--- config.mk ---
export PLATFORM = sky130hd
export DESIGN_NAME = memory_pattern_test_sequencer
export DESIGN_NICKNAME = d
export VERILOG_FILES = /design/src/rtl/mpts_pkg.sv /design/src/rtl/mpts_pattern_gen.sv /design/src/rtl/mpts_seq_core.sv /design/src/rtl/memory_pattern_test_sequencer.sv
export SDC_FILE = /design/constraint.sdc
export NUM_CORES = 1
export LEC_CHECK = 0
export ABC_AREA = 1
export BUFFER_PORTS_ARGS = -buffer_cell sky130_fd_sc_hd__buf_2
export CAP_MARGIN = 20
export CORE_ASPECT_RATIO = 0.7
export CORE_MARGIN = 3
export CORE_UTILIZATION = 30
export CTS_BUF_LIST = sky130_fd_sc_hd__clkbuf_8
export CTS_CLUSTER_SIZE = 12
export DETAILED_ROUTE_END_ITERATION = 8
export PLACE_DENSITY = 0.5
export SYNTH_ARGS = -nofsm -noshare
export SYNTH_HDL_FRONTEND = slang
export SYNTH_HIERARCHICAL = 1
export SYNTH_SLANG_ARGS = --single-unit
export TNS_END_PERCENT = 5
--- constraint.sdc ---
create_clock -name clock -period 10.3 [get_ports clock]
set_input_delay 1.03 -clock clock [delete_from_list [all_inputs] [get_ports clock]]
set_output_delay 1.03 -clock clock [all_outputs]
set_load 0.03 [all_outputs]
--- src/rtl/mpts_pkg.sv ---
// shared types and constants of the memory pattern test sequencer
// no dependencies; imported by every rtl file of the block
package mpts_pkg;

   // register and result field widths
   localparam int REGION_W   = 25;
   localparam int OUT_ADDR_W = 24;
   localparam int WORD_W     = 32;
   localparam int WALK_W     = 5;

   localparam logic [REGION_W-1:0] REGION_RESET = 25'd2097152;

   // pattern constants
   localparam logic [WORD_W-1:0] PRBS_SEED = 32'h1234_5678;
   localparam logic [WORD_W-1:0] CHK_EVEN  = 32'h5555_5555;
   localparam logic [WORD_W-1:0] CHK_ODD   = 32'hAAAA_AAAA;
   localparam int XS_SHL_A = 13;
   localparam int XS_SHR   = 17;
   localparam int XS_SHL_B = 5;

   // input word kinds
   localparam logic KIND_START = 1'b0;
   localparam logic KIND_DONE  = 1'b1;

   typedef enum logic [2:0] {
      PH_IDLE    = 3'd0,
      PH_PRBS_WR = 3'd1,
      PH_PRBS_RD = 3'd2,
      PH_CHK_WR  = 3'd3,
      PH_CHK_RD  = 3'd4,
      PH_WALK_WR = 3'd5,
      PH_WALK_RD = 3'd6,
      PH_DONE    = 3'd7
   } phase_type;

   typedef enum logic [1:0] {
      ACC_NONE  = 2'd0,
      ACC_WRITE = 2'd1,
      ACC_READ  = 2'd2
   } access_type;

   typedef enum logic [1:0] {
      ST_RUNNING = 2'd0,
      ST_PASSED  = 2'd1,
      ST_FAILED  = 2'd2,
      ST_IDLE    = 2'd3
   } status_type;

   typedef struct packed {
      logic              kind;
      logic [WORD_W-1:0] read_data;
   } req_word_type;

   typedef struct packed {
      access_type            access_kind;
      logic [OUT_ADDR_W-1:0] access_address;
      logic [WORD_W-1:0]     write_data;
      status_type            status;
      logic [OUT_ADDR_W-1:0] fail_offset;
      logic [WORD_W-1:0]     fail_expected;
      logic [WORD_W-1:0]     fail_actual;
   } rsp_word_type;

endpackage

--- src/rtl/mpts_pattern_gen.sv ---
// pattern word generator: xorshift32, checkerboard and walking one
// depends on mpts_pkg
module mpts_pattern_gen (
   input  mpts_pkg::phase_type   phase,
   input  logic [4:0]            walk_idx,
   input  logic [31:0]           prng_base,
   output logic [31:0]           word,
   output logic [31:0]           prng_adv
);
   import mpts_pkg::*;

   logic [WORD_W-1:0] xs_a;
   logic [WORD_W-1:0] xs_b;
   logic [WORD_W-1:0] xs_c;

   // one xorshift32 step
   assign xs_a = prng_base ^ (prng_base << XS_SHL_A);
   assign xs_b = xs_a ^ (xs_a >> XS_SHR);
   assign xs_c = xs_b ^ (xs_b << XS_SHL_B);

   always_comb begin
      prng_adv = prng_base;
      unique case (phase)
         PH_PRBS_WR, PH_PRBS_RD: begin
            word     = xs_c;
            prng_adv = xs_c;
         end
         PH_CHK_WR, PH_CHK_RD: begin
            word = walk_idx[0] ? CHK_ODD : CHK_EVEN;
         end
         PH_WALK_WR, PH_WALK_RD: begin
            word = {{(WORD_W-1){1'b0}}, 1'b1} << walk_idx;
         end
         default: begin
            word = '0;
         end
      endcase
   end

endmodule

--- src/rtl/mpts_seq_core.sv ---
// sequencer core: phase state machine, word index, prng and failure capture
// depends on mpts_pkg and mpts_pattern_gen
module mpts_seq_core #(
   parameter int ADDR_BITS = 24
) (
   input  logic                   clock,
   input  logic                   reset,
   input  logic                   fire,
   input  mpts_pkg::req_word_type item,
   input  logic [24:0]            region_words,
   output mpts_pkg::rsp_word_type rsp
);
   import mpts_pkg::*;

   localparam int CntW = (ADDR_BITS + 1 > REGION_W) ? ADDR_BITS + 1 : REGION_W;

   phase_type             phase_ff,  phase_in;
   logic                  failed_ff, failed_in;
   logic [ADDR_BITS-1:0]  idx_ff,    idx_in;
   logic [WORD_W-1:0]     prng_ff,   prng_in;
   logic [WORD_W-1:0]     pend_ff,   pend_in;
   logic [ADDR_BITS-1:0]  fo_ff,     fo_in;
   logic [WORD_W-1:0]     fe_ff,     fe_in;
   logic [WORD_W-1:0]     fa_ff,     fa_in;

   logic                  named;
   logic                  use_seed;
   logic                  active;
   logic                  more;
   logic [CntW-1:0]       region_ext;
   logic [CntW-1:0]       lim;
   logic [CntW-1:0]       n_words;
   logic [CntW-1:0]       idx_plus;
   logic [WORD_W-1:0]     gen_word;
   logic [WORD_W-1:0]     gen_prng;
   logic [WORD_W-1:0]     prng_base;
   logic                  rd_new;

   function automatic logic is_read_phase(phase_type p);
      is_read_phase = (p == PH_PRBS_RD) || (p == PH_CHK_RD) || (p == PH_WALK_RD);
   endfunction

   // effective region size, clamped to 1 .. 2^ADDR_BITS
   assign region_ext = CntW'(region_words);
   assign lim        = CntW'(1) << ADDR_BITS;
   assign n_words    = (region_words == '0) ? CntW'(1) :
                       ((region_ext > lim) ? lim : region_ext);
   assign idx_plus   = CntW'(idx_ff) + CntW'(1);
   assign more       = idx_plus < n_words;
   assign active     = (phase_ff != PH_IDLE) && (phase_ff != PH_DONE);

   always_comb begin
      phase_in  = phase_ff;
      idx_in    = idx_ff;
      failed_in = failed_ff;
      fo_in     = fo_ff;
      fe_in     = fe_ff;
      fa_in     = fa_ff;
      named     = 1'b0;
      use_seed  = 1'b0;
      if (fire) begin
         if (item.kind == KIND_START) begin
            failed_in = 1'b0;
            fo_in     = '0;
            fe_in     = '0;
            fa_in     = '0;
            phase_in  = PH_PRBS_WR;
            idx_in    = '0;
            use_seed  = 1'b1;
            named     = 1'b1;
         end else if (active) begin
            if (is_read_phase(phase_ff) && (item.read_data != pend_ff)) begin
               // first mismatch ends the test
               failed_in = 1'b1;
               fo_in     = idx_ff;
               fe_in     = pend_ff;
               fa_in     = item.read_data;
               phase_in  = PH_DONE;
            end else if (more) begin
               idx_in = idx_ff + 1'b1;
               named  = 1'b1;
            end else begin
               unique case (phase_ff)
                  PH_PRBS_WR: begin
                     phase_in = PH_PRBS_RD;
                     idx_in   = '0;
                     use_seed = 1'b1;
                     named    = 1'b1;
                  end
                  PH_PRBS_RD: begin
                     phase_in = PH_CHK_WR;
                     idx_in   = '0;
                     named    = 1'b1;
                  end
                  PH_CHK_WR: begin
                     phase_in = PH_CHK_RD;
                     idx_in   = '0;
                     named    = 1'b1;
                  end
                  PH_CHK_RD: begin
                     phase_in = PH_WALK_WR;
                     idx_in   = '0;
                     named    = 1'b1;
                  end
                  PH_WALK_WR: begin
                     phase_in = PH_WALK_RD;
                     idx_in   = '0;
                     named    = 1'b1;
                  end
                  default: begin
                     phase_in = PH_DONE;
                  end
               endcase
            end
         end
      end
   end

   assign prng_base = use_seed ? PRBS_SEED : prng_ff;

   mpts_pattern_gen u_gen (
      .phase     (phase_in),
      .walk_idx  (WALK_W'(idx_in)),
      .prng_base (prng_base),
      .word      (gen_word),
      .prng_adv  (gen_prng)
   );

   assign prng_in = named ? gen_prng : prng_ff;
   assign pend_in = named ? gen_word : pend_ff;
   assign rd_new  = is_read_phase(phase_in);

   always_comb begin
      rsp.fail_offset   = OUT_ADDR_W'(fo_in);
      rsp.fail_expected = fe_in;
      rsp.fail_actual   = fa_in;
      if (named) begin
         rsp.access_kind    = rd_new ? ACC_READ : ACC_WRITE;
         rsp.access_address = OUT_ADDR_W'(idx_in);
         rsp.write_data     = rd_new ? '0 : gen_word;
         rsp.status         = ST_RUNNING;
      end else begin
         rsp.access_kind    = ACC_NONE;
         rsp.access_address = '0;
         rsp.write_data     = '0;
         rsp.status         = (phase_in == PH_IDLE) ? ST_IDLE :
                              (failed_in ? ST_FAILED : ST_PASSED);
      end
   end

   always_ff @(posedge clock) begin
      if (reset) begin
         phase_ff  <= PH_IDLE;
         failed_ff <= 1'b0;
         idx_ff    <= '0;
         prng_ff   <= PRBS_SEED;
         pend_ff   <= '0;
         fo_ff     <= '0;
         fe_ff     <= '0;
         fa_ff     <= '0;
      end else begin
         phase_ff  <= phase_in;
         failed_ff <= failed_in;
         idx_ff    <= idx_in;
         prng_ff   <= prng_in;
         pend_ff   <= pend_in;
         fo_ff     <= fo_in;
         fe_ff     <= fe_in;
         fa_ff     <= fa_in;
      end
   end

endmodule

--- src/rtl/memory_pattern_test_sequencer.sv ---
// top level of the memory pattern test sequencer: input register, core, result register
// depends on mpts_pkg and mpts_seq_core
//
//   channel  direction  handshake            payload
//   req      in         req_valid/req_stall  req_kind, req_read_data
//   rsp      out        rsp_valid/rsp_stall  access, write data, status, failure capture
//   csr      in         csr_wr_en            csr_wr_data (region_words)
//
// one word per cycle sustained while rsp_stall is low; an accepted word is captured in the
// input register, then the core computes its result and the result register captures it
// once the result register is free, and the result is then valid on rsp
// the path is bounded by the index increment and region compare in the core
// synchronous reset clears the pipeline, the test state and region_words to 2097152
// rsp_stall holds the result register; req_stall rises only while both the input
// register and the result register are full and the result is stalled
module memory_pattern_test_sequencer #(
   parameter int ADDR_BITS = 24
) (
   input  logic        clock,
   input  logic        reset,
   // request channel
   input  logic        req_valid,
   output logic        req_stall,
   input  logic        req_kind,
   input  logic [31:0] req_read_data,
   // response channel
   output logic        rsp_valid,
   input  logic        rsp_stall,
   output logic [1:0]  rsp_access_kind,
   output logic [23:0] rsp_access_address,
   output logic [31:0] rsp_write_data,
   output logic [1:0]  rsp_status,
   output logic [23:0] rsp_fail_offset,
   output logic [31:0] rsp_fail_expected,
   output logic [31:0] rsp_fail_actual,
   // configuration
   input  logic        csr_wr_en,
   input  logic [24:0] csr_wr_data
);
   import mpts_pkg::*;

   // region size register
   logic [REGION_W-1:0] region_ff;

   // input register stage
   logic          in_valid_ff, in_valid_in;
   req_word_type  item_ff;

   // result register stage
   logic          out_valid_ff, out_valid_in;
   rsp_word_type  rsp_ff;
   rsp_word_type  core_rsp;

   logic          out_free;
   logic          fire;
   logic          accept;

   // the result register can load when empty or being drained this cycle
   assign out_free  = !out_valid_ff || !rsp_stall;
   // the word in the input register moves through the core into the result register
   assign fire      = in_valid_ff && out_free;
   // input register takes a new word whenever its current one leaves or it is empty
   assign req_stall = in_valid_ff && !out_free;
   assign accept    = req_valid && !req_stall;

   assign in_valid_in  = accept || (in_valid_ff && !fire);
   assign out_valid_in = fire || (out_valid_ff && rsp_stall);

   always_ff @(posedge clock) begin
      if (reset) begin
         region_ff    <= REGION_RESET;
         in_valid_ff  <= 1'b0;
         out_valid_ff <= 1'b0;
      end else begin
         if (csr_wr_en) begin
            region_ff <= csr_wr_data;
         end
         in_valid_ff  <= in_valid_in;
         out_valid_ff <= out_valid_in;
      end
   end

   // payload registers, no reset needed
   always_ff @(posedge clock) begin
      if (accept) begin
         item_ff.kind      <= req_kind;
         item_ff.read_data <= req_read_data;
      end
      if (fire) begin
         rsp_ff <= core_rsp;
      end
   end

   // state of the test advances only when a word passes through the core
   mpts_seq_core #(
      .ADDR_BITS (ADDR_BITS)
   ) u_core (
      .clock        (clock),
      .reset        (reset),
      .fire         (fire),
      .item         (item_ff),
      .region_words (region_ff),
      .rsp          (core_rsp)
   );

   assign rsp_valid          = out_valid_ff;
   assign rsp_access_kind    = rsp_ff.access_kind;
   assign rsp_access_address = rsp_ff.access_address;
   assign rsp_write_data     = rsp_ff.write_data;
   assign rsp_status         = rsp_ff.status;
   assign rsp_fail_offset    = rsp_ff.fail_offset;
   assign rsp_fail_expected  = rsp_ff.fail_expected;
   assign rsp_fail_actual    = rsp_ff.fail_actual;

endmodule

After elaboration in Yosys (flattened, before gate mapping)
Cells that the tools add are included.
{"block": "totals", "mem_count": 0, "rom_bits": 0, "word_cells": 119, "ramBits": 0, "latch_bits": 0, "regBits": 388, "input_bits": 63}
{"block": "op_classes", "n_lt_le_gt_ge": 2, "bitwise": 4, "reduce_logical": 27, "n_eq_ne": 14, "n_shift": 1, "add_sub_neg": 2, "n_mul": 0, "div": 0, "muxes": 49}
{"op": "32-bit 2-to-1 mux", "count": 11}
{"op": "24-bit 2-to-1 mux", "count": 10}
{"op": "32-bit one-hot mux with 3 select lines", "count": 1}
{"op": "32-bit XOR", "count": 2}
{"op": "25-bit 2-to-1 mux", "count": 2}
{"op": "32-bit inequality test", "count": 1}
{"op": "1-bit by 5-bit left shift with 32-bit output, first input constant", "count": 1}
{"op": "32-bit by 15-bit XOR with 32-bit output", "count": 1}
{"op": "24-bit by 1-bit adder with 25-bit output, second input constant", "count": 1}
{"op": "25-bit greater-than comparator, second input constant", "count": 1}
{"op": "25-bit logical NOT", "count": 1}
{"op": "25-bit < comparator", "count": 1}
{"op": "24-bit by 1-bit adder with 24-bit output, second input constant", "count": 1}
{"op": "3-bit == test, second input constant", "count": 6}
{"op": "1-bit 2-to-1 mux", "count": 16}
{"op": "3-bit 2-to-1 mux", "count": 5}
{"op": "3-bit one-hot mux with 5 select lines", "count": 1}
{"op": "3-bit by 2-bit == test with 1-bit output, second input constant", "count": 4}
{"op": "2-bit OR reduction", "count": 4}
{"op": "1-bit logical AND", "count": 7}
{"op": "1-bit logical OR", "count": 7}
{"op": "3-bit by 1-bit == test with 1-bit output, second input constant", "count": 2}
{"op": "2-bit 2-to-1 mux", "count": 3}
{"op": "1-bit logical NOT", "count": 5}
{"op": "5 further kinds", "count": 5}

Logic depth before layout (Yosys ltp)
{"block": "logic_depth", "ltp_word": 14, "ltp_mapped": 34, "ltp_nobuf": 33}

By module
Netlist, hierarchy kept.
{"module": "mpts_seq_core", "seq_area_each_um2": 3603.5, "n_inst": 1, "area_per_inst_um2": 10080.9, "cells_each": 1548}
{"module": "memory_pattern_test_sequencer", "seq_area_each_um2": 5975.7, "n_inst": 1, "area_per_inst_um2": 6368.6, "cells_each": 301}
{"module": "mpts_pattern_gen", "seq_area_each_um2": 0.0, "n_inst": 1, "area_per_inst_um2": 1913.1, "cells_each": 446}

Least setup slack after synthesis
OpenSTA, ideal clock, no wires.
{"block": "synth_timing", "kind": "input to register", "from": "input rsp_stall", "to": "register rsp_ff, in the netlist rsp_write_data[18] (data pin)", "path_slack_ns": -0.170, "arrival_ns": 10.218, "cell_stages": 18, "t_required_ns": 10.048, "setup_ns": 0.252, "cell_sequence": "a21oi_1 -> clkbuf_1 -> clkinv_1 -> nor2_1 -> inv_1 -> o21ai_0 -> clkbuf_1 -> nor2_1 -> inv_1 -> nand2_1 -> nand2_1 -> nand2_1 -> nand2_1 -> nand2_1 -> nand3_1 -> nand2_1 -> nand2_2 -> nor2_1"}
{"block": "synth_via", "elab_chain_len": 9, "elab_cells_between_ends": 27, "cone_classes": "6 x eq/ne; 1 x shift; 7 x mux; 4 x bitwise; 9 x reduce/logical"}
{"item": "start, declared", "line_no": "memory_pattern_test_sequencer.sv:28", "rtl": "input logic rsp_stall,"}
{"item": "1-bit logical NOT", "line_no": "memory_pattern_test_sequencer.sv:59", "rtl": "assign out_free = !out_valid_ff || !rsp_stall;"}
{"item": "1-bit logical OR", "line_no": "memory_pattern_test_sequencer.sv:59"}
{"item": "1-bit logical AND", "line_no": "memory_pattern_test_sequencer.sv:61", "rtl": "assign fire = in_valid_ff && out_free;"}
{"item": "1-bit 2-to-1 mux", "line_no": "mpts_seq_core.sv:61", "rtl": "if (fire) begin"}
{"item": "32-bit 2-to-1 mux", "line_no": "mpts_seq_core.sv:119", "rtl": "assign prng_base = use_seed ? PRBS_SEED : prng_ff;"}
{"item": "via u_core.prng_base[17]", "line_no": "mpts_seq_core.sv:36", "rtl": "logic [WORD_W-1:0] prng_base;"}
{"item": "32-bit XOR", "line_no": "mpts_pattern_gen.sv:17", "rtl": "assign xs_a = prng_base ^ (prng_base << XS_SHL_A);"}
{"item": "32-bit by 15-bit XOR with 32-bit output", "line_no": "mpts_pattern_gen.sv:18", "rtl": "assign xs_b = xs_a ^ (xs_a >> XS_SHR);"}
{"item": "32-bit XOR", "line_no": "mpts_pattern_gen.sv:19", "rtl": "assign xs_c = xs_b ^ (xs_b << XS_SHL_B);"}
{"item": "32-bit one-hot mux with 3 select lines", "line_no": "mpts_pattern_gen.sv:23", "rtl": "unique case (phase)"}
{"item": "via u_core.gen_word[18]", "line_no": "mpts_seq_core.sv:34", "rtl": "logic [WORD_W-1:0] gen_word;"}
{"item": "end signal, assigned", "line_no": "memory_pattern_test_sequencer.sv:90", "rtl": "rsp_ff <= core_rsp;"}
{"item": "end, declared", "line_no": "memory_pattern_test_sequencer.sv:51", "rtl": "rsp_word_type rsp_ff;"}
The timed path passes the listed nets, and every way through them passes these cells.
A chain may end at the register's enable or synchronous reset.

Worst setup path after layout
{"block": "layout_timing", "from": "register u_core.idx_ff[0]", "to": "register u_core.pend_ff[24]"}
{"block": "layout_via", "elab_chain_len": 12, "elab_cells_between_ends": 40, "cone_classes": "2 x add/sub; 1 x order compare; 6 x eq/ne; 1 x shift; 24 x mux; 3 x bitwise; 3 x reduce/logical"}
{"item": "start, declared", "line_no": "mpts_seq_core.sv:19", "rtl": "logic [ADDR_BITS-1:0] idx_ff, idx_in;"}
{"item": "start signal, assigned", "line_no": "mpts_seq_core.sv:164", "rtl": "idx_ff <= idx_in;"}
{"item": "24-bit by 1-bit adder with 25-bit output", "line_no": "mpts_seq_core.sv:48", "rtl": "assign idx_plus = CntW'(idx_ff) + CntW'(1);"}
{"item": "25-bit < comparator", "line_no": "mpts_seq_core.sv:49", "rtl": "assign more = idx_plus < n_words;"}
{"item": "1-bit 2-to-1 mux", "line_no": "mpts_seq_core.sv:79", "rtl": "end else if (more) begin"}
{"item": "1-bit 2-to-1 mux", "line_no": "mpts_seq_core.sv:72", "rtl": "if (is_read_phase(phase_ff) && (item.read_data != pend_ff)) begin"}
{"item": "1-bit 2-to-1 mux", "line_no": "mpts_seq_core.sv:71", "rtl": "end else if (active) begin"}
{"item": "1-bit 2-to-1 mux", "line_no": "mpts_seq_core.sv:62", "rtl": "if (item.kind == KIND_START) begin"}
{"item": "1-bit 2-to-1 mux", "line_no": "mpts_seq_core.sv:61"}
{"item": "32-bit 2-to-1 mux", "line_no": "mpts_seq_core.sv:119"}
{"item": "32-bit XOR", "line_no": "mpts_pattern_gen.sv:17"}
{"item": "32-bit by 15-bit XOR with 32-bit output", "line_no": "mpts_pattern_gen.sv:18"}
{"item": "32-bit XOR", "line_no": "mpts_pattern_gen.sv:19"}
{"item": "32-bit one-hot mux with 3 select lines", "line_no": "mpts_pattern_gen.sv:23"}
{"item": "end signal, assigned", "line_no": "mpts_seq_core.sv:166", "rtl": "pend_ff <= pend_in;"}
{"item": "end, declared", "line_no": "mpts_seq_core.sv:21", "rtl": "logic [WORD_W-1:0] pend_ff, pend_in;"}
Parallel ways exist; a longest one is shown, timed or not.

==> flow_metrics.env <==
export IMPL_multi_input_area_um2=7660
export IMPL_cp_data_required_time_ns=10.81
export IMPL_ys_warn_count=6
export IMPL_fin_crit_ns=6.18
export IMPL_core_area_um2=60200
export IMPL_synth_top_area_cell="edfxtp_1"
export IMPL_start_util=0.305
export IMPL_hold_class="register to register"
export IMPL_grt_max_degree=75
export IMPL_first_pass_iters=5
export IMPL_ys_types=44
export IMPL_routed_wl_um=61700
export IMPL_r2r_setup_slack_ns=4.12
export IMPL_rsz0062_at_grt="no"
export IMPL_critPathKind="register to register"
export IMPL_cp_common_cell="nand2_1"
export IMPL_grt_pass1_vias=15200
export IMPL_htree_levels=3
export IMPL_place_hpwl_um=43100
export IMPL_grt_use_total=0.188
export IMPL_holdWs_ns=0.450
export IMPL_start_kind="register"
export IMPL_slew_violations=0
export IMPL_cts_root_buf="clkbuf_8"
export IMPL_drive_above_1_share=0.155
export IMPL_initialDrtViolationCount=1337
export IMPL_cts_resized_gates=0
export IMPL_cp_arrival_ns=6.69
export IMPL_fin_crit_sh=0.600
export IMPL_synthesis_nets=2383
export IMPL_fin_tns_setup_ns=0
export IMPL_finalSetupViolCount=0
export IMPL_cp_end_kind="register"
export IMPL_ys_top_cells_by_area="edfxtp_1 (30%), dfxtp_1 (23%), nand2_1 (13%)"
export IMPL_cts_hold_fix_buffers=0
export IMPL_yosysMostFrequentCell="nand2_1"
export IMPL_max_stage_delay_ns=0.66
export IMPL_rows=75
export IMPL_syn_avg_cell_area_um2=8.00
export IMPL_n_fill_cell=6314
export IMPL_ys_seq_area_frac=0.522
export IMPL_viasPerCell=4.82
export IMPL_drc_errors=0
export IMPL_io_pins=213
export IMPL_postSynthCellCount=2295
export IMPL_skew_ns=0.0292
export IMPL_async_reset_ff_frac=0
export IMPL_dr_total_vias=16200
export IMPL_port_buffer_count=212
export IMPL_grt_antenna_before_repair=2
export IMPL_clkSlewWorstSetupHoldPaths_ns=0.06
export IMPL_synth_flop_cell="dfxtp_1"
export IMPL_vdd_drop_max_uv=83.0
export IMPL_synth_top_area_frac=0.296
export IMPL_total_power_mw=3.64
export IMPL_regArea_um2=9580
export IMPL_die_w_um=302
export IMPL_worstPathMaxFanout=67
export IMPL_drtAntennaViolNets=0
export IMPL_die_h_um=213
export IMPL_fp_dieArea_um2=64300
export IMPL_fmax_ghz=0.162
export IMPL_synth_commonest_cells="nand2_1 (624), nor2_1 (331), dfxtp_1 (207)"
export IMPL_max_cap_violations=0
export IMPL_grt_pass1_wl_um=92100
export IMPL_wl_per_cell_um=18.4
export IMPL_hold_violations=0
export IMPL_clock_sinks=388
export IMPL_status="complete, no violations"
export IMPL_power_density_nw_per_um2=169
export IMPL_area_delta_synth_final_pct=17.1
export IMPL_overflow=0
export IMPL_gp_congestion=0.908
export IMPL_numCtsBuffers=68
export IMPL_cts_buffer_depth=3
export IMPL_cts_tree="built"
export IMPL_synth_seq_cells=388
export IMPL_synth_edff_count=181
export IMPL_netlist_area_um2=18400
export IMPL_post_cts_buffers=0
export IMPL_insertion_delay_ns=0.67
export IMPL_nets=2575
export IMPL_relSlewSlack=0.350
export IMPL_crit_slowest_cell="buf_4"
export IMPL_tightestPinTransition_ns=0.975
export IMPL_power_leakage_nw=9.00
cells by family after synthesis:
group                      after synthesis  share of synthesized area
xor gates and xnor gates                41                     0.0196
buffers and inverters                  273                     0.0620
adders and majority gates               25                     0.0170
and+or+nand+nor                       1185                      0.268
DFF                                    388                      0.522
AOI/OAI and AO/OA                      383                      0.112
report_power, final:
part	internal [mW]	switching, mW
Combinational	0.115	0.330
Sequential	1.67	0.0407
Clock	0.793	0.692
placed cells by master (no fill, tap or decap), types with 24 or more instances in the layout:
master and count:
nand2_1 624, nor2_1 331, buf_2 211, dfxtp_1 207, inv_1 182, edfxtp_1 181, a21oi_1 176, o21ai_0 150
nand3_1 117, clkbuf_8 76, and2_1 43, ha_1 25, xor2_1 24
layout make-up:
type / count / area share
Inverter: 166 / 0.0291
Timing Repair Buffer: 229 / 0.0563
Antenna cell: 1 / 0.000116
Clock inverter: 50 / 0.0172
Clock buffer: 76 / 0.0486
Multi-Input combinational cell: 1634 / 0.356
Tap cell: 808 / 0.0470
Sequential cell: 388 / 0.446
sequential cells by signal (all words and copies together) (netlist names), 24 cells and up:
register / count
rsp_access_address: 24
u_core/fo_ff: 24
region_ff: 25
u_core/fa_ff: 32
rsp_fail_offset: 24
u_core/fe_ff: 32
rsp_write_data: 32
rsp_fail_actual: 32
u_core/pend_ff: 32
item_ff: 33
u_core/idx_ff: 24
u_core/prng_ff: 32
rsp_fail_expected: 32
path summary, 6_finish.rpt:
kind / from / end / cells past startpoint
worst max-delay path: u_core/idx_ff[0] / u_core/pend_ff[24] / 26
worst min-delay path: u_core/prng_ff[6] / u_core/prng_ff[6] / 2
worst max register to register: u_core/idx_ff[0] / u_core/pend_ff[24] / 26
worst min register to register: u_core/prng_ff[6] / u_core/prng_ff[6] / 2
routing by layer:
layer | track usage | vias to the layer above | wire length, um
met5 | 0 | - | 0
met1 | 0.286 | 7701 | 31200
met4 | 0.0491 | 0 | 1230
met3 | 0.0382 | 81 | 4020
li1 | - | 7895 | -
met2 | 0.268 | 473 | 25300
metrics by stage:
stage | setup slack (ns) | std cells | instance area (um^2) | util
after floorplan | 2.68 | 2295 | 18400 | -
after global placement | 4.38 | 3224 | 20100 | 0.333
after detailed placement | 4.30 | 3225 | 20100 | 0.333
after CTS | 4.26 | 3351 | 21500 | 0.357
after global routing | 3.59 | 3352 | 21500 | 0.357
final | 4.12 | 3352 | 21500 | 0.357
worst max-delay path: cells and delay by family (launching register included):
family | cells | cell delay (ns)
and+or+nand+nor | 12 | 1.88
buffers and inverters | 5 | 1.80
AOI/OAI and AO/OA | 6 | 0.85
DFF | 1 | 0.61
adders and majority gates | 2 | 0.58
xor gates and xnor gates | 1 | 0.25
Note: power is estimated with default switching activity, not from simulation.
